<file path="src/iss_pkg.sv">
package iss_pkg;

    // Operation codes carried in the op field
    typedef enum logic [2:0] {
        OP_ADD_HEAD  = 3'd0,
        OP_ADD_TAIL  = 3'd1,
        OP_INSERT    = 3'd2,
        OP_DEL_FIRST = 3'd3,
        OP_DEL_LAST  = 3'd4,
        OP_DEL_AT    = 3'd5,
        OP_WRITE     = 3'd6,
        OP_READ      = 3'd7
    } t_op;

    // Result status codes
    typedef enum logic [1:0] {
        ST_OK     = 2'd0,
        ST_EMPTY  = 2'd1,
        ST_BADPOS = 2'd2,
        ST_FULL   = 2'd3
    } t_status;

    // What every cell of the row does on an accepted item
    typedef enum logic [1:0] {
        CK_HOLD   = 2'd0,
        CK_INSERT = 2'd1,
        CK_REMOVE = 2'd2,
        CK_WRITE  = 2'd3
    } t_cell_op;

    // Field widths of the stream items
    localparam int OP_W     = 3;
    localparam int POS_W    = 5;
    localparam int VALUE_W  = 32;
    localparam int RDATA_W  = 32;
    localparam int STATUS_W = 2;
    localparam int OCC_W    = 5;

    // Broadcast command from the decoder to the row of cells
    typedef struct packed {
        t_cell_op op;
        logic     rd_en;
    } t_row_cmd;

endpackage

</file>
<file path="src/indexed_sequence_store_top.sv">
// Channel   Dir  Item fields (tdata, lowest bit up)
// -------   ---  -------------------------------------------------
// s_axis    in   op[2:0], position[7:3], value[39:8]
// m_axis    out  read_data[31:0], status[33:32], occupancy[38:34]
//
// One item per clock while m_axis is not stalled: the row of word cells shifts, loads or holds in the
// same cycle the item is taken, and the result lands in the output register.
// The result is on m_axis in the cycle after acceptance.
// Reset clears the word count and the output valid flag; stored words are
// not cleared, as no word is visible until written.
// o_s_tready is high while the output register is empty or being drained.
module indexed_sequence_store_top #(
    parameter int CAPACITY   = 16,
    parameter int DATA_WIDTH = 32
) (
    input  logic        i_clk,
    input  logic        i_rst_n,
    input  logic        i_s_tvalid,
    output logic        o_s_tready,
    input  logic [39:0] i_s_tdata,   // op[2:0], position[7:3], value[39:8]
    output logic        o_m_tvalid,
    input  logic        i_m_tready,
    output logic [39:0] o_m_tdata    // read_data[31:0], status[33:32], occupancy[38:34]
);

    localparam int CW   = $clog2(CAPACITY + 1);
    localparam int RN   = (CAPACITY < 32) ? CAPACITY : 32;
    localparam int RIW  = $clog2(RN);
    localparam int OCMW = (CW > iss_pkg::OCC_W) ? CW : iss_pkg::OCC_W;

    // Input unpacking
    iss_pkg::t_op                    in_op;
    logic [iss_pkg::POS_W-1:0]       in_pos;
    logic [iss_pkg::VALUE_W-1:0]     in_value;
    logic [63:0]                     value_x;
    logic [DATA_WIDTH-1:0]           in_word;

    assign in_op    = iss_pkg::t_op'(i_s_tdata[2:0]);
    assign in_pos   = i_s_tdata[7:3];
    assign in_value = i_s_tdata[39:8];
    assign value_x  = 64'(in_value);
    assign in_word  = value_x[DATA_WIDTH-1:0];

    logic accept;
    assign o_s_tready = !o_m_tvalid || i_m_tready;
    assign accept     = i_s_tvalid && o_s_tready;

    // Word count
    logic [CW-1:0] r_count;
    logic [CW-1:0] n_count;

    // Decode
    iss_pkg::t_status  dec_status;
    iss_pkg::t_row_cmd dec_cmd;
    logic [CW-1:0]     dec_at;
    logic [CW-1:0]     dec_count;

    iss_decode #(
        .CAPACITY(CAPACITY)
    ) u_decode (
        .i_op        (in_op),
        .i_position  (in_pos),
        .i_count     (r_count),
        .o_status    (dec_status),
        .o_cmd       (dec_cmd),
        .o_at        (dec_at),
        .o_next_count(dec_count)
    );

    // Row of cells, commanded only on an accepted item
    iss_pkg::t_cell_op      cell_op;
    logic [DATA_WIDTH-1:0]  cell_word [CAPACITY];

    assign cell_op = accept ? dec_cmd.op : iss_pkg::CK_HOLD;

    for (genvar g = 0; g < CAPACITY; g++) begin : g_cell
        logic [DATA_WIDTH-1:0] left_w;
        logic [DATA_WIDTH-1:0] right_w;
        if (g == 0) begin : g_first
            assign left_w = in_word;
        end else begin : g_mid_l
            assign left_w = cell_word[g-1];
        end
        if (g == CAPACITY - 1) begin : g_last
            assign right_w = cell_word[g];
        end else begin : g_mid_r
            assign right_w = cell_word[g+1];
        end
        iss_cell #(
            .AW (CW),
            .DW (DATA_WIDTH),
            .IDX(g)
        ) u_cell (
            .i_clk  (i_clk),
            .i_op   (cell_op),
            .i_at   (dec_at),
            .i_word (in_word),
            .i_left (left_w),
            .i_right(right_w),
            .o_word (cell_word[g])
        );
    end

    // Read select: a position is at most 31, so only the first cells are reachable
    logic [DATA_WIDTH-1:0]       rd_word;
    logic [63:0]                 rd_x;
    logic [iss_pkg::RDATA_W-1:0] n_rdata;

    assign rd_word = cell_word[in_pos[RIW-1:0]];
    assign rd_x    = 64'(rd_word);
    assign n_rdata = dec_cmd.rd_en ? rd_x[iss_pkg::RDATA_W-1:0] : '0;

    assign n_count = accept ? dec_count : r_count;

    // Occupancy masked to its field width
    logic [OCMW-1:0]           occ_x;
    logic [iss_pkg::OCC_W-1:0] n_occ;
    assign occ_x = OCMW'(dec_count);
    assign n_occ = occ_x[iss_pkg::OCC_W-1:0];

    // Count and output register
    logic [iss_pkg::RDATA_W-1:0] r_rdata;
    iss_pkg::t_status            r_status;
    logic [iss_pkg::OCC_W-1:0]   r_occ;
    logic                        r_out_valid;

    always_ff @(posedge i_clk) begin
        if (!i_rst_n) begin
            r_count     <= '0;
            r_out_valid <= 1'b0;
        end else begin
            r_count <= n_count;
            if (accept) begin
                r_out_valid <= 1'b1;
            end else if (i_m_tready) begin
                r_out_valid <= 1'b0;
            end
        end
    end

    always_ff @(posedge i_clk) begin
        if (accept) begin
            r_rdata  <= n_rdata;
            r_status <= dec_status;
            r_occ    <= n_occ;
        end
    end

    assign o_m_tvalid = r_out_valid;
    assign o_m_tdata  = {1'b0, r_occ, r_status, r_rdata};

    // Checks
    a_count_bound: assert property (@(posedge i_clk) disable iff (!i_rst_n)
        r_count <= CW'(CAPACITY))
        else $error("word count above capacity");

    a_err_keeps_count: assert property (@(posedge i_clk) disable iff (!i_rst_n)
        accept && dec_status != iss_pkg::ST_OK |=> r_count == $past(r_count))
        else $error("failed item changed the word count");

    a_err_no_data: assert property (@(posedge i_clk) disable iff (!i_rst_n)
        o_m_tvalid && r_status != iss_pkg::ST_OK |-> r_rdata == '0)
        else $error("read data set on a failed item");

    a_idle_count: assert property (@(posedge i_clk) disable iff (!i_rst_n)
        !accept |=> $stable(r_count))
        else $error("word count moved without an item");

endmodule

</file>
<file path="src/iss_cell.sv">
module iss_cell #(
    parameter int AW  = 5,
    parameter int DW  = 32,
    parameter int IDX = 0
) (
    input  logic                 i_clk,
    input  iss_pkg::t_cell_op    i_op,
    input  logic [AW-1:0]        i_at,
    input  logic [DW-1:0]        i_word,
    input  logic [DW-1:0]        i_left,
    input  logic [DW-1:0]        i_right,
    output logic [DW-1:0]        o_word
);

    localparam logic [AW-1:0] MY_IDX = AW'(IDX);

    logic [DW-1:0] r_word;
    logic [DW-1:0] n_word;

    // Shift from a neighbour, load the new word, or hold
    always_comb begin
        n_word = r_word;
        case (i_op)
            iss_pkg::CK_INSERT: begin
                if (MY_IDX > i_at) begin
                    n_word = i_left;
                end else if (MY_IDX == i_at) begin
                    n_word = i_word;
                end
            end
            iss_pkg::CK_REMOVE: begin
                if (MY_IDX >= i_at) begin
                    n_word = i_right;
                end
            end
            iss_pkg::CK_WRITE: begin
                if (MY_IDX == i_at) begin
                    n_word = i_word;
                end
            end
            default: begin
                n_word = r_word;
            end
        endcase
    end

    // Payload only, no reset
    always_ff @(posedge i_clk) begin
        r_word <= n_word;
    end

    assign o_word = r_word;

endmodule

</file>
<file path="src/iss_decode.sv">
module iss_decode #(
    parameter int CAPACITY = 16
) (
    input  iss_pkg::t_op                    i_op,
    input  logic [iss_pkg::POS_W-1:0]       i_position,
    input  logic [$clog2(CAPACITY+1)-1:0]   i_count,
    output iss_pkg::t_status                o_status,
    output iss_pkg::t_row_cmd               o_cmd,
    output logic [$clog2(CAPACITY+1)-1:0]   o_at,
    output logic [$clog2(CAPACITY+1)-1:0]   o_next_count
);

    localparam int CW   = $clog2(CAPACITY + 1);
    localparam int CMPW = (CW > iss_pkg::POS_W) ? CW : iss_pkg::POS_W;
    localparam logic [CW-1:0] FULL_CNT = CW'(CAPACITY);
    localparam logic [CW-1:0] ONE      = CW'(1);

    logic [CMPW-1:0] pos_x;
    logic [CMPW-1:0] cnt_x;
    logic            empty;
    logic            full;
    logic [CW-1:0]   pos_c;

    assign pos_x = CMPW'(i_position);
    assign cnt_x = CMPW'(i_count);
    assign empty = (i_count == '0);
    assign full  = (i_count == FULL_CNT);
    // Only used once the position is known to be within the count
    assign pos_c = pos_x[CW-1:0];

    // Status checks in the order: empty, position, full
    always_comb begin
        o_status     = iss_pkg::ST_OK;
        o_cmd.op     = iss_pkg::CK_HOLD;
        o_cmd.rd_en  = 1'b0;
        o_at         = '0;
        o_next_count = i_count;
        unique case (i_op) inside
            iss_pkg::OP_ADD_HEAD, iss_pkg::OP_ADD_TAIL: begin
                if (full) begin
                    o_status = iss_pkg::ST_FULL;
                end else begin
                    o_cmd.op     = iss_pkg::CK_INSERT;
                    o_at         = (i_op == iss_pkg::OP_ADD_HEAD) ? '0 : i_count;
                    o_next_count = i_count + ONE;
                end
            end
            iss_pkg::OP_INSERT: begin
                if (pos_x > cnt_x) begin
                    o_status = iss_pkg::ST_BADPOS;
                end else if (full) begin
                    o_status = iss_pkg::ST_FULL;
                end else begin
                    o_cmd.op     = iss_pkg::CK_INSERT;
                    o_at         = pos_c;
                    o_next_count = i_count + ONE;
                end
            end
            iss_pkg::OP_DEL_FIRST, iss_pkg::OP_DEL_LAST: begin
                if (empty) begin
                    o_status = iss_pkg::ST_EMPTY;
                end else begin
                    o_cmd.op     = iss_pkg::CK_REMOVE;
                    o_at         = (i_op == iss_pkg::OP_DEL_FIRST) ? '0 : i_count - ONE;
                    o_next_count = i_count - ONE;
                end
            end
            default: begin
                // delete at, write, read
                if (empty) begin
                    o_status = iss_pkg::ST_EMPTY;
                end else if (pos_x >= cnt_x) begin
                    o_status = iss_pkg::ST_BADPOS;
                end else begin
                    o_at = pos_c;
                    if (i_op == iss_pkg::OP_DEL_AT) begin
                        o_cmd.op     = iss_pkg::CK_REMOVE;
                        o_next_count = i_count - ONE;
                    end else if (i_op == iss_pkg::OP_WRITE) begin
                        o_cmd.op = iss_pkg::CK_WRITE;
                    end else begin
                        o_cmd.rd_en = 1'b1;
                    end
                end
            end
        endcase
    end

endmodule
</file>
<file path="config.mk">
export PLATFORM = sky130hd
export DESIGN_NAME = indexed_sequence_store_top
export DESIGN_NICKNAME = d
export VERILOG_FILES = /design/src/iss_pkg.sv /design/src/indexed_sequence_store_top.sv /design/src/iss_cell.sv /design/src/iss_decode.sv
export SDC_FILE = /design/constraint.sdc
export NUM_CORES = 1
export LEC_CHECK = 0
export BUFFER_PORTS_ARGS = -buffer_cell sky130_fd_sc_hd__buf_2
export CORE_MARGIN = 2
export CORE_UTILIZATION = 30
export CTS_BUF_LIST = sky130_fd_sc_hd__clkbuf_4 sky130_fd_sc_hd__clkbuf_8
export CTS_CLUSTER_SIZE = 40
export DETAILED_ROUTE_END_ITERATION = 16
export SLEW_MARGIN = 40
export SYNTH_ARGS = -nofsm -noshare
export SYNTH_HDL_FRONTEND = slang
export SYNTH_SLANG_ARGS = --single-unit
</file>
<file path="constraint.sdc">
create_clock -name i_clk -period 7.25 [get_ports i_clk]
set_input_delay 1.45 -clock i_clk [delete_from_list [all_inputs] [get_ports i_clk]]
set_output_delay 1.45 -clock i_clk [all_outputs]
set_load 0.02 [all_outputs]
</file>
* Word-level counts from Yosys, hierarchy flattened
Cells that the tools add are included.
** Word-level totals
- Register bits :: 557
- Bits in latches :: 0
- RAM bits :: 0
- Memory bits (read-only) :: 0
- Bits of input ports :: 44
- Output and inout port bits :: 42
- Logic and storage cells :: 227
- Memories kept :: 0
** Operators by class
- Add/subtract/negate cells :: 2
- Multipliers :: 0
- Div/mod/pow operators :: 0
- $lt $le $gt $ge :: 34
- Eq/ne operators :: 40
- Shifts and indexed selects :: 0
- Multiplexer cells :: 102
- Bitwise logic cells :: 1
- Reductions and logical operators :: 27
** Operators with widths (number)
- $mux W32 :: 49
- $pmux W32 S3 :: 15
- $bmux W32 S4 :: 1
- $mux W5 :: 14
- $pmux W32 S2 :: 1
- $eq A4 B5 Y1 const A :: 8
- $gt A4 B5 Y1 const A :: 8
- $ge A4 B5 Y1 const A :: 7
- $ne A2 B1 Y1 const B :: 15
- $pmux W5 S3 :: 2
- $reduce_and A2 Y1 :: 15
- $eq A3 B5 Y1 const A :: 4
- $ge A3 B5 Y1 const A :: 4
- $gt A3 B5 Y1 const A :: 4
- $mux W2 :: 9
- $pmux W2 S3 :: 2
- $eq A2 B5 Y1 const A :: 2
- $ge A1 B5 Y1 const A :: 2
- $ge A2 B5 Y1 const A :: 2
- $gt A1 B5 Y1 const A :: 2
- $gt A2 B5 Y1 const A :: 2
- $logic_not A5 Y1 :: 2
- $eq A3 B3 Y1 const B :: 3
- $mux W1 :: 7
- other kinds (21) :: 26

* Logic depth before layout (Yosys ltp)
Gate-level depths: netlist of the first run.
- Word-level depth :: 10
- Depth in mapped cells :: 15
- Depth with buffers taken out :: 10

* Modules after synthesis
A second synthesis of the first run with hierarchy kept.
** Unflattened totals
- Cell total of the unflattened synthesis :: 3657
- Area total of the unflattened synthesis :: 39972.1 µm²
** Modules (own cells, without submodules)
- indexed_sequence_store_top :: times used 1, cells an instance 583, area an instance 5965.7 µm², sequential area each 1291.2 µm²
- iss_cell at g_cell[15].u_cell :: times used 1, cells an instance 235, area an instance 2446.1 µm², sequential area each 960.9 µm²
- iss_cell at g_cell[7].u_cell :: times used 1, cells an instance 263, area an instance 2426.1 µm², sequential area each 960.9 µm²
- iss_cell at g_cell[1].u_cell :: times used 1, cells an instance 226, area an instance 2367.3 µm², sequential area each 960.9 µm²
- iss_cell at g_cell[8].u_cell :: times used 1, cells an instance 186, area an instance 2170.8 µm², sequential area each 960.9 µm²
- iss_cell at g_cell[3].u_cell :: times used 1, cells an instance 192, area an instance 2144.6 µm², sequential area each 960.9 µm²
- iss_cell at g_cell[14].u_cell :: times used 1, cells an instance 191, area an instance 2092.0 µm², sequential area each 960.9 µm²
- iss_cell at g_cell[12].u_cell :: times used 1, cells an instance 201, area an instance 2088.3 µm², sequential area each 960.9 µm²
- iss_cell at g_cell[4].u_cell :: times used 1, cells an instance 202, area an instance 2067.0 µm², sequential area each 960.9 µm²
- iss_cell at g_cell[10].u_cell :: times used 1, cells an instance 163, area an instance 2034.5 µm², sequential area each 960.9 µm²
- iss_cell at g_cell[11].u_cell :: times used 1, cells an instance 150, area an instance 2026.9 µm², sequential area each 960.9 µm²
- iss_cell at g_cell[9].u_cell :: times used 1, cells an instance 150, area an instance 2000.7 µm², sequential area each 960.9 µm²
- iss_cell at g_cell[0].u_cell :: times used 1, cells an instance 189, area an instance 1996.9 µm², sequential area each 960.9 µm²
- iss_cell at g_cell[13].u_cell :: times used 1, cells an instance 150, area an instance 1846.8 µm², sequential area each 960.9 µm²
- 4 more rows

* Worst setup path after synthesis of the first run
Ideal clock, no wire load.
- Path kind :: in2reg
- Start point :: input i_s_tdata[3]
- End point :: register g_cell[13].u_cell.r_word[0], enable pin
- Setup time :: 466 ps
- Arrival time :: 5694 ps
- Required time :: 6784 ps
- Setup slack :: 1091 ps
- Cell stages on the path :: 12
- Buffers on the path :: 3
- Path through :: clkbuf_1 inv_1 ha_1 nor2b_1 o21ai_0 a21o_1 o22ai_4 buf_6 a21oi_2 buf_4 nor2_1 o21ai_0
** On the way
- Cells in the longest elaborated chain, start to end :: 8
- Elaborated cells between the ends (all ways) :: 19
- Those cells by class :: 3 x order compare; 4 x eq/ne; 10 x mux; 2 x reduce/logical
** Ends and longest elaborated chain
- from (decl) :: line indexed_sequence_store_top.sv:20 : input logic [39:0] i_s_tdata,
- branches (longest 7 deep; another with $ge A5 B5 Y1)
- $reduce_and A2 Y1 (no line) (*)
- to (signal assigned) :: line iss_cell.sv:49 : r_word <= n_word;
- to (decl) :: line iss_cell.sv:17 : logic [DW-1:0] r_word;
Every way passes the cells marked *.
A chain may end at the register's enable or synchronous reset.

* Worst setup path after layout of the first run
- Start point :: input i_s_tdata[3]
- End point :: register g_cell[3].u_cell.r_word[16], data pin
** On the way
- Cells in the longest elaborated chain, start to end :: 8
- Elaborated cells between the ends (all ways) :: 20
- Those cells by class :: 3 x order compare; 4 x eq/ne; 13 x mux
** Ends and longest elaborated chain
- branches (longest 7 deep; another with $ge A5 B5 Y1)
- $pmux W32 S3 (*) :: line iss_cell.sv:23 : case (i_op)
- net g_cell[3].u_cell.n_word[16] :: line iss_cell.sv:18 : logic [DW-1:0] n_word;
- to (signal assigned) :: line iss_cell.sv:49
- to (decl) :: line iss_cell.sv:17
Mark *: on every way through the listed nets, which the timed path passes.

==> report_table.html, run 1 <==
<table>
<tr><th>Metric</th><th>Value</th></tr>
<tr><th colspan="2">Worst setup path</th></tr>
<tr><td>Worst-case reg-to-reg path depth</td><td>11</td></tr>
<tr><td>Reg-to-reg endpoint</td><td>g_cell[6].u_cell.o_word[0]</td></tr>
<tr><td>Startpoint of the most critical register-to-register path</td><td>r_count[4]</td></tr>
<tr><td>Type of origin of the critical path</td><td>primary input</td></tr>
<tr><td>Arrival time reported for the critical path endpoint</td><td>approximately 5800 ps</td></tr>
<tr><td>Worst-case register-to-register setup slack</td><td>between 2000 and 2500 ps</td></tr>
<tr><td>Crit path required time</td><td>7700 ps</td></tr>
<tr><td>CP max FO</td><td>43</td></tr>
<tr><td>Worst Path Class, Setup</td><td>in -&gt; reg</td></tr>
<tr><td>Crit path capture type</td><td>flip-flop</td></tr>
<tr><th colspan="2">Power</th></tr>
<tr><td>Design Power</td><td>0.00989 W</td></tr>
<tr><td>Portion of total power attributed to sequential cells</td><td>43.7%</td></tr>
<tr><td>Clk network pwr share</td><td>32.3%</td></tr>
<tr><td>Leakage power of the design</td><td>13.6 nW</td></tr>
<tr><td>Worst VDD drop</td><td>0.138 mV</td></tr>
<tr><td>PwrDens</td><td>251 nW/um2</td></tr>
<tr><td>Net Sw Power</td><td>0.00330 W</td></tr>
<tr><td>Combinational fraction of design power</td><td>approximately a quarter</td></tr>
<tr><td>Net Sw Frac</td><td>between 30% and 40%</td></tr>
<tr><td>Cell-internal power</td><td>0.00658 W</td></tr>
<tr><th colspan="2">GRT</th></tr>
<tr><td>Remaining Overflow, GRT</td><td>0</td></tr>
<tr><td>Antenna violations before repair</td><td>6</td></tr>
<tr><td>Global routing usage summed across all routing layers</td><td>20.9%</td></tr>
<tr><td>Vias in the first global route</td><td>27,500</td></tr>
<tr><td>Wire length of the first global-routing pass</td><td>192,000 um</td></tr>
<tr><td>Maximum number of pins on one net before global-route repair</td><td>177</td></tr>
<tr><th colspan="2">Cells and area</th></tr>
<tr><td>FF/Latch Area</td><td>16,700 um2</td></tr>
<tr><td>Number of nets in the layout</td><td>approximately 2,900</td></tr>
<tr><td>Fraction of final layout cells sized beyond drive strength 1</td><td>19.9%</td></tr>
<tr><td>Filler-free cell count of the finished design</td><td>between 4,000 and 5,000</td></tr>
<tr><td>Synthesis-to-layout area growth</td><td>12.1%</td></tr>
<tr><td>Combined area of the multi-input logic cells</td><td>17,300 um2</td></tr>
<tr><td>Filler cells</td><td>11,400</td></tr>
<tr><th colspan="2">Clocking</th></tr>
<tr><td>Buffer type at the clock tree root</td><td>sky130_fd_sc_hd__clkbuf_8</td></tr>
<tr><td>CTS tree</td><td>yes</td></tr>
<tr><td>Worst-skew pair later-pin latency</td><td>760 ps</td></tr>
<tr><td>Hold-fix buffer count after cts</td><td>0</td></tr>
<tr><td>Number of setup buffers added after CTS</td><td>0</td></tr>
<tr><td>Clock Pin Slew Worst Setup and Hold Paths</td><td>60 ps</td></tr>
<tr><td>CTS max path bufs</td><td>3</td></tr>
<tr><td>Resized cells post-CTS</td><td>0</td></tr>
<tr><td>Sink Count</td><td>557</td></tr>
<tr><td>Number of CTS-inserted buffers</td><td>104</td></tr>
<tr><td>CTS H-tree lvls</td><td>3</td></tr>
<tr><th colspan="2">Timing</th></tr>
<tr><td>Hold slack final</td><td>around 540 ps</td></tr>
<tr><td>Total of endpoints with negative setup slack in the final report</td><td>0</td></tr>
<tr><td>Relative slew slack</td><td>~32%</td></tr>
<tr><td>Unrepaired setup endpoints after global routing</td><td>false</td></tr>
<tr><td>Crit share post-route</td><td>73.6%</td></tr>
<tr><td>Maximum clock skew at final layout</td><td>44.3 ps</td></tr>
<tr><td>Final worst path period need</td><td>5340 ps</td></tr>
<tr><td>Transition at the pin with the smallest max-transition slack</td><td>1010 ps</td></tr>
<tr><td>Setup TNS after final layout</td><td>0 ps</td></tr>
<tr><td>Final hold vios</td><td>0</td></tr>
<tr><td>Top achievable clock speed</td><td>between 150 and 200 MHz</td></tr>
<tr><td>Max-slew violation count</td><td>0</td></tr>
<tr><th colspan="2">Hold path</th></tr>
<tr><td>Min-delay src</td><td>o_m_tvalid</td></tr>
<tr><td>Path category of the worst min-delay check</td><td>reg -&gt; reg</td></tr>
<tr><td>Min-Delay Endpoint</td><td>o_m_tvalid</td></tr>
<tr><td>Worst hold stages</td><td>2</td></tr>
<tr><th colspan="2">Yosys</th></tr>
<tr><td>Most area-hungry cell type in the Yosys netlist</td><td>sky130_fd_sc_hd__edfxtp_1</td></tr>
<tr><td>Number of cells produced by synthesis</td><td>2,876</td></tr>
<tr><td>Flip-flop cell with the highest count after synthesis</td><td>sky130_fd_sc_hd__edfxtp_1</td></tr>
<tr><td>Sequential area share after synthesis</td><td>47.4%</td></tr>
<tr><td>Flip-flop and latch count after synthesis</td><td>557</td></tr>
<tr><td>Count of warnings emitted by yosys</td><td>0</td></tr>
<tr><td>Post-Syn Area</td><td>35,200 um2</td></tr>
<tr><td>Net count of the mapped netlist</td><td>between 2,000 and 3,000</td></tr>
<tr><td>Yosys top cell area share</td><td>47.0%</td></tr>
<tr><td>Number of enable flip-flop cells after synthesis</td><td>between 500 and 600</td></tr>
<tr><td>Async set-or-reset flop fraction in the synthesized netlist</td><td>0%</td></tr>
<tr><td>Unique cell type count in the Yosys netlist</td><td>78</td></tr>
<tr><td>Most common cell in the netlist</td><td>sky130_fd_sc_hd__edfxtp_1</td></tr>
<tr><td>Syn Area/Cell</td><td>12.2 um2</td></tr>
<tr><td>Leading cell types by count after synthesis</td><td>551 x sky130_fd_sc_hd__edfxtp_1, 448 x sky130_fd_sc_hd__mux2i_1, 351 x sky130_fd_sc_hd__a22oi_1</td></tr>
<tr><td>Largest cells by area after synthesis</td><td>sky130_fd_sc_hd__edfxtp_1 47%, sky130_fd_sc_hd__mux2i_1 13%, sky130_fd_sc_hd__mux4_2 10%</td></tr>
<tr><th colspan="2">Routing</th></tr>
<tr><td>Vias per cell</td><td>6.33</td></tr>
<tr><td>Met1 Wirelength</td><td>53,200 um</td></tr>
<tr><td>Routed via count</td><td>28,300</td></tr>
<tr><td>1st-pass router iterations</td><td>6</td></tr>
<tr><td>Post-DRT Antenna Nets</td><td>0</td></tr>
<tr><td>Metal2 WL</td><td>59,200 um</td></tr>
<tr><td>Sum of met3 wire segment lengths after detailed routing</td><td>between 10,000 and 15,000 um</td></tr>
<tr><td>Top Metal Used</td><td>met5</td></tr>
<tr><td>Number of DRC violations after detailed routing</td><td>0</td></tr>
<tr><td>Wire length per cell after detailed routing</td><td>29.0 um</td></tr>
<tr><td>Iteration-0 DRC Markers</td><td>3,760</td></tr>
<tr><td>Detailed-route wire length</td><td>130,000 um</td></tr>
<tr><th colspan="2">Die</th></tr>
<tr><td>Floorplan die width</td><td>about 350 um</td></tr>
<tr><td>Core Region</td><td>116,000 um2</td></tr>
<tr><td>Std cell rows</td><td>between 100 and 150</td></tr>
<tr><td>Effective utilization at floorplan</td><td>30.3%</td></tr>
<tr><td>Die Span Y</td><td>346 um</td></tr>
<tr><td>Number of primary I/O pins</td><td>86</td></tr>
<tr><td>Floorplan die area</td><td>around 120,000 um2</td></tr>
<tr><th colspan="2">Place</th></tr>
<tr><td>Routability cong.</td><td>0.858</td></tr>
<tr><td>Port buffer count</td><td>between 80 and 90</td></tr>
<tr><td>Instance count after placement with tap cells included</td><td>between 4,000 and 5,000</td></tr>
<tr><td>Final HPWL DP</td><td>77,100 um</td></tr>
<tr><th colspan="2">Outcome</th></tr>
<tr><td>Status</td><td>finished clean</td></tr>
<tr><th colspan="2">Run</th></tr>
<tr><td>Max_cap viols</td><td>0</td></tr>
</table>
-- power groups by stage --
stage / Clock, W / Sequential, W / Combinational, W
3_5_place_dp: 0 / 0.00437 / 0.00232
2_1_floorplan: 0 / 0.00428 / 0.00150
6_report: 0.00319 / 0.00432 / 0.00237
3_3_place_gp: 0 / 0.00437 / 0.00226
5_1_grt: 0.00337 / 0.00435 / 0.00252
4_1_cts: 0.00324 / 0.00431 / 0.00232
-- per-layer routing --
metal | GRT usage [%] | vias up
met2 | 32.6 | 1799
met5 | 0 | -
met3 | 3.85 | 292
li1 | - | 11800
met4 | 7.92 | 8
met1 | 28.7 | 14400
-- cell usage in the layout (no fill, tap or decap), types with 13 or more instances in the layout --
master,n
sky130_fd_sc_hd__edfxtp_1,551
sky130_fd_sc_hd__mux2i_1,448
sky130_fd_sc_hd__a22oi_1,351
sky130_fd_sc_hd__o21ai_0,245
sky130_fd_sc_hd__o21ai_1,229
sky130_fd_sc_hd__mux4_2,160
sky130_fd_sc_hd__clkbuf_8,105
sky130_fd_sc_hd__nand2_1,87
sky130_fd_sc_hd__buf_2,81
sky130_fd_sc_hd__buf_4,77
sky130_fd_sc_hd__a221o_1,64
sky130_fd_sc_hd__a32oi_1,64
sky130_fd_sc_hd__nor2_1,56
sky130_fd_sc_hd__inv_1,42
sky130_fd_sc_hd__clkinv_1,38
sky130_fd_sc_hd__and3_1,36
sky130_fd_sc_hd__a22o_1,33
sky130_fd_sc_hd__clkbuf_4,24
sky130_fd_sc_hd__a21oi_1,17
sky130_fd_sc_hd__o21ai_4,13
sky130_fd_sc_hd__clkinv_2,13
-- stage by stage --
step / worst slack [ps] / util, % / instance area [um2]
final: 1910 / 34.0 / 39500
after global routing: 1740 / 34.0 / 39500
after CTS: 2040 / 33.9 / 39400
after detailed placement: 1250 / 32.1 / 37300
after global placement: 1080 / 32.0 / 37200
after floorplan: 1090 / - / 35200
-- state kept, by name, summed over array words and instances, names as in the netlist --
name and flops:
r_status 2, o_m_tvalid 1, r_occ 5, r_count 5
r_rdata 32, g_cell.u_cell.o_word 512
-- worst max path at each step --
stage	depth (start not counted)	from	end	slack, ps
finish	12	i_s_tdata[3]	g_cell[3].u_cell.o_word[16]	1910
global route	12	i_s_tdata[3]	g_cell[3].u_cell.o_word[12]	1740
CTS	12	i_s_tdata[3]	g_cell[3].u_cell.o_word[16]	2040
detailed placement	12	i_s_tdata[3]	g_cell[3].u_cell.o_word[9]	1250
global placement	12	i_s_tdata[3]	g_cell[7].u_cell.o_word[9]	1080
floorplan	12	i_s_tdata[3]	g_cell[13].u_cell.o_word[0]	1090
-- area by class of cell --
| class | count | area share (%) |
|---|---|---|
| multi-input combinational | 1970 | 43.9 |
| sequential | 557 | 42.2 |
| tap | 1524 | 4.83 |
| clock buffer | 129 | 4.12 |
| timing repair buffer | 175 | 3.23 |
| clock inverter | 64 | 1.18 |
| inverter | 45 | 0.434 |
| antenna | 3 | 0.0190 |
-- logic make-up after synthesis --
logic type / after synthesis / synth area share [%]
simple gates: 264 / 4.03
mux: 608 / 23.0
other cells: 1 / 0.0107
flops: 557 / 47.4
compound gates: 1088 / 20.8
xor+xnor: 2 / 0.0498
buf+inv: 349 / 4.54
fa+ha+maj: 7 / 0.249
-- critical path: stages --
cell and delay, ps:
sky130_fd_sc_hd__buf_8 350, sky130_fd_sc_hd__inv_1 220, sky130_fd_sc_hd__ha_1 360, sky130_fd_sc_hd__nor2b_1 50, sky130_fd_sc_hd__o21ai_0 440, sky130_fd_sc_hd__a21o_1 370, sky130_fd_sc_hd__o22ai_4 260, sky130_fd_sc_hd__a21oi_2 610
sky130_fd_sc_hd__nand3_2 740, sky130_fd_sc_hd__buf_4 540, sky130_fd_sc_hd__mux2i_1 210, sky130_fd_sc_hd__o21ai_0 90
(Power assumes the default switching activity.)
==> inputs of run 2 (changes only) <==
==> constraint.sdc (replaced) <==
create_clock -name i_clk -period 5.35 [get_ports i_clk]
set_input_delay 1.07 -clock i_clk [delete_from_list [all_inputs] [get_ports i_clk]]
set_output_delay 1.07 -clock i_clk [all_outputs]
set_load 0.02 [all_outputs]
==> run 2 against run 1 <==
  * Via count is 1.5% higher
  * Die area did not move
  * Non-clock buffer count is 43 higher
  * Clock skew shrank 14 ps
  * Combinational power up 42%
  * Routed wire length grew 4.5%
  * Global-route usage is 0.99 points higher
  * Register-to-register slack got worse by 1500 ps
==> report_table.html, run 2 (synthesis gave the netlist of run 1 again) <==
<table>
<tr><th>Metric</th><th>Value</th></tr>
<tr><th colspan="2">Clocking</th></tr>
<tr><td>Resized cells post-CTS</td><td>0 (unchanged)</td></tr>
<tr><td>CTS max path bufs</td><td>3 (unchanged)</td></tr>
<tr><td>Number of CTS-inserted buffers</td><td>101 (-2.9%)</td></tr>
<tr><td>Number of setup buffers added after CTS</td><td>0 (unchanged)</td></tr>
<tr><td>CTS tree</td><td>yes</td></tr>
<tr><td>Worst-skew pair later-pin latency</td><td>750 ps (about the same)</td></tr>
<tr><td>Hold-fix buffer count after cts</td><td>0 (unchanged)</td></tr>
<tr><td>CTS H-tree lvls</td><td>3 (unchanged)</td></tr>
<tr><td>Sink Count</td><td>557 (unchanged)</td></tr>
<tr><td>Clock Pin Slew Worst Setup and Hold Paths</td><td>60 ps (about the same)</td></tr>
<tr><td>Buffer type at the clock tree root</td><td>sky130_fd_sc_hd__clkbuf_8</td></tr>
<tr><th colspan="2">Cells and area</th></tr>
<tr><td>Synthesis-to-layout area growth</td><td>12.9%</td></tr>
<tr><td>Post-layout instance area</td><td>39,700 um2 (+0.67%)</td></tr>
<tr><td>Number of nets in the layout</td><td>2,944 (+1.4%)</td></tr>
<tr><td>Leading cell types in the layout, fill and taps excluded</td><td>551 x sky130_fd_sc_hd__edfxtp_1, 448 x sky130_fd_sc_hd__mux2i_1, 351 x sky130_fd_sc_hd__a22oi_1</td></tr>
<tr><td>Fraction of final layout cells sized beyond drive strength 1</td><td>20.9% (+1.1 points)</td></tr>
<tr><td>Leading cell type in the layout, fill and taps excluded</td><td>sky130_fd_sc_hd__edfxtp_1</td></tr>
<tr><td>Number of flip-flops in the largest register</td><td>512 (unchanged)</td></tr>
<tr><th colspan="2">Place</th></tr>
<tr><td>Final HPWL DP</td><td>80,500 um (+4.5%)</td></tr>
<tr><td>Routability cong.</td><td>0.886 (+3.3%)</td></tr>
<tr><td>Placed Instance Area</td><td>37,800 um2 (+1.3%)</td></tr>
<tr><td>Port buffer count</td><td>84 (unchanged)</td></tr>
<tr><th colspan="2">Timing</th></tr>
<tr><td>Hold slack final</td><td>535 ps (-7.58 ps)</td></tr>
<tr><td>Top achievable clock speed</td><td>between 200 and 250 MHz</td></tr>
<tr><td>Total of endpoints with negative setup slack in the final report</td><td>0 (unchanged)</td></tr>
<tr><td>Final hold vios</td><td>0 (unchanged)</td></tr>
<tr><td>Setup TNS after final layout</td><td>0 ps (unchanged)</td></tr>
<tr><td>Transition at the pin with the smallest max-transition slack</td><td>857 ps (-158 ps)</td></tr>
<tr><td>Crit share post-route</td><td>84.9%</td></tr>
<tr><td>Maximum clock skew at final layout</td><td>30.7 ps (-13.6 ps)</td></tr>
<tr><td>Unrepaired setup endpoints after global routing</td><td>false</td></tr>
<tr><td>Relative slew slack</td><td>42.9% (+11 points)</td></tr>
<tr><td>Max-slew violation count</td><td>0 (unchanged)</td></tr>
<tr><td>Final worst path period need</td><td>4540 ps</td></tr>
<tr><th colspan="2">Worst setup path</th></tr>
<tr><td>Arrival time reported for the critical path endpoint</td><td>5020 ps (-770 ps)</td></tr>
<tr><td>Critical Path Max Stage Delay</td><td>610 ps (-130 ps)</td></tr>
<tr><td>CP max FO</td><td>21 (-51%)</td></tr>
<tr><td>Worst Path Class, Setup</td><td>reg -&gt; reg</td></tr>
<tr><td>Logic depth of the worst path, buffers included</td><td>11 (-1)</td></tr>
<tr><td>Crit path required time</td><td>5830 ps (-1870 ps)</td></tr>
<tr><td>Buffers &amp; Inverters on Critical Path</td><td>2 (-1)</td></tr>
<tr><td>Origin of the worst setup path</td><td>r_count[2]</td></tr>
<tr><td>Crit path capture type</td><td>flip-flop</td></tr>
<tr><td>Type of origin of the critical path</td><td>flip-flop</td></tr>
<tr><td>Slowest-stage cell, CP</td><td>sky130_fd_sc_hd__a21o_1</td></tr>
<tr><td>Startpoint of the most critical register-to-register path</td><td>r_count[2]</td></tr>
<tr><td>Crit path cell chain</td><td>inv_1 -&gt; ha_1 -&gt; a21oi_1 -&gt; o21ai_0 -&gt; a21o_1 -&gt; o22ai_4 -&gt; a21o_1 -&gt; nand4_1 -&gt; o211a_2 -&gt; buf_4 -&gt; a221o_1</td></tr>
<tr><td>CP most frequent cell</td><td>sky130_fd_sc_hd__a21o_1</td></tr>
<tr><td>Gate family responsible for the most delay along the worst path</td><td>compound AO/OA/AOI/OAI gates</td></tr>
<tr><td>Worst-case reg-to-reg path depth</td><td>11 (unchanged)</td></tr>
<tr><th colspan="2">Routing</th></tr>
<tr><td>Number of DRC violations after detailed routing</td><td>0 (unchanged)</td></tr>
<tr><td>1st-pass router iterations</td><td>6 (unchanged)</td></tr>
<tr><td>Iteration-0 DRC Markers</td><td>4,051 (+7.7%)</td></tr>
<tr><td>Post-DRT Antenna Nets</td><td>0 (unchanged)</td></tr>
<tr><td>Routed via count</td><td>28,700 (+1.5%)</td></tr>
<tr><td>Detailed-route wire length</td><td>135,000 um (+4.5%)</td></tr>
<tr><td>Vias per cell</td><td>6.38 (+0.73%)</td></tr>
<tr><td>Wire length per cell after detailed routing</td><td>30.1 um (+3.7%)</td></tr>
<tr><th colspan="2">Power</th></tr>
<tr><td>PwrDens</td><td>333 nW/um2 (+33%)</td></tr>
<tr><td>Net Sw Power</td><td>0.00448 W (+36%)</td></tr>
<tr><td>Portion of total power attributed to sequential cells</td><td>44.1% (+0.4 points)</td></tr>
<tr><td>Clk network pwr share</td><td>30.4% (-1.9 points)</td></tr>
<tr><td>Combinational fraction of design power</td><td>25.4% (+1.4 points)</td></tr>
<tr><td>Worst VDD drop</td><td>0.221 mV (+60%)</td></tr>
<tr><td>Net Sw Frac</td><td>33.8% (+0.40 points)</td></tr>
<tr><td>Design Power</td><td>0.0132 W (+34%)</td></tr>
<tr><td>Leakage power of the design</td><td>13.8 nW (+1.4%)</td></tr>
<tr><td>Cell-internal power</td><td>0.00877 W (+33%)</td></tr>
<tr><th colspan="2">Outcome</th></tr>
<tr><td>Status</td><td>finished clean</td></tr>
<tr><th colspan="2">Run</th></tr>
<tr><td>Max_cap viols</td><td>0 (unchanged)</td></tr>
<tr><th colspan="2">GRT</th></tr>
<tr><td>Global routing usage summed across all routing layers</td><td>21.9% (+0.99 points)</td></tr>
<tr><td>Wire length of the first global-routing pass</td><td>198,000 um (+2.7%)</td></tr>
<tr><td>Remaining Overflow, GRT</td><td>0 (unchanged)</td></tr>
<tr><td>Antenna violations before repair</td><td>12 (+6)</td></tr>
<tr><td>Maximum number of pins on one net before global-route repair</td><td>169 (-4.5%)</td></tr>
<tr><td>Vias in the first global route</td><td>27,600 (+0.25%)</td></tr>
<tr><th colspan="2">Hold path</th></tr>
<tr><td>Path category of the worst min-delay check</td><td>reg -&gt; reg</td></tr>
<tr><td>Min-delay src</td><td>o_m_tvalid</td></tr>
<tr><td>Worst hold stages</td><td>2 (unchanged)</td></tr>
<tr><th colspan="2">Die</th></tr>
<tr><td>Die Span Y</td><td>346 um (unchanged)</td></tr>
<tr><td>Effective utilization at floorplan</td><td>30.3% (unchanged)</td></tr>
<tr><td>Std cell rows</td><td>125 (unchanged)</td></tr>
<tr><td>Core Region</td><td>116,000 um2 (unchanged)</td></tr>
<tr><td>Floorplan die width</td><td>346 um (unchanged)</td></tr>
<tr><td>Floorplan die area</td><td>120,000 um2 (unchanged)</td></tr>
<tr><td>Number of primary I/O pins</td><td>86 (unchanged)</td></tr>
</table>
## run 2: cell types whose count changed in the layout (fill, tap and decap cells not counted), moves of 3 or more
cell                        before  now
sky130_fd_sc_hd__nand2_4         3    0
sky130_fd_sc_hd__clkinv_2       13    7
sky130_fd_sc_hd__clkbuf_8      105  102
sky130_fd_sc_hd__buf_12          8   20
sky130_fd_sc_hd__clkbuf_4       24   40
sky130_fd_sc_hd__buf_4          77  108
sky130_fd_sc_hd__a21o_2          3    0
sky130_fd_sc_hd__a21o_1          4    7
sky130_fd_sc_hd__clkinv_1       38   28
sky130_fd_sc_hd__bufinv_16       6    1
## run 2: path summary, 6_finish.rpt
kind                                                     end  slack (ps)
worst max-delay path            g_cell[13].u_cell.o_word[30]         810
worst min-delay path                              o_m_tvalid         530
worst max register to register  g_cell[13].u_cell.o_word[30]         810
worst min register to register                    o_m_tvalid         530
## run 2: power groups by stage
stage               Sequential, W  Combinational, W  Clock [W]
finish                    0.00584           0.00337    0.00403
global route              0.00589           0.00353    0.00427
CTS                       0.00583           0.00329    0.00409
detailed placement        0.00592           0.00328          0
global placement          0.00591           0.00321          0
floorplan                 0.00580           0.00204          0
## run 2: worst reg2reg max path: cells and delay by family, from the launching register on
kind	cells	cell delay, ps
compound gates	7	2560
buf+inv	2	490
flops	1	600
simple gates	1	300
fa+ha+maj	1	340
## run 2: cell type report
| type | count | area, um2 |
|---|---|---|
| Fill cell | 11400 | 76500 |
| Multi-Input combinational cell | 1970 | 17300 |
| Sequential cell | 557 | 16700 |
| Tap cell | 1524 | 1910 |
| Timing Repair Buffer | 218 | 1740 |
| Clock buffer | 142 | 1700 |
| Clock inverter | 42 | 230 |
| Inverter | 45 | 169 |
| Antenna cell | 3 | 7.51 |
## run 2: routing by layer
metal	share of wire, %	up-vias	wire length [um]	GRT usage, %
met5	0.067	-	91	0
met4	5.0	14	6770	10.3
met3	11	416	15500	5.32
met2	45	2038	60900	33.8
met1	39	14400	52200	28.7
li1	-	11800	-	-
## run 2: stage by stage
| step | utilization [%] | worst slack, ps | cells |
|---|---|---|---|
| floorplan | - | -332 | 2876 |
| global placement | 32.4 | 298 | 4311 |
| detailed placement | 32.5 | 272 | 4314 |
| CTS | 34.2 | 915 | 4498 |
| global route | 34.2 | 642 | 4500 |
| finish | 34.2 | 807 | 4501 |
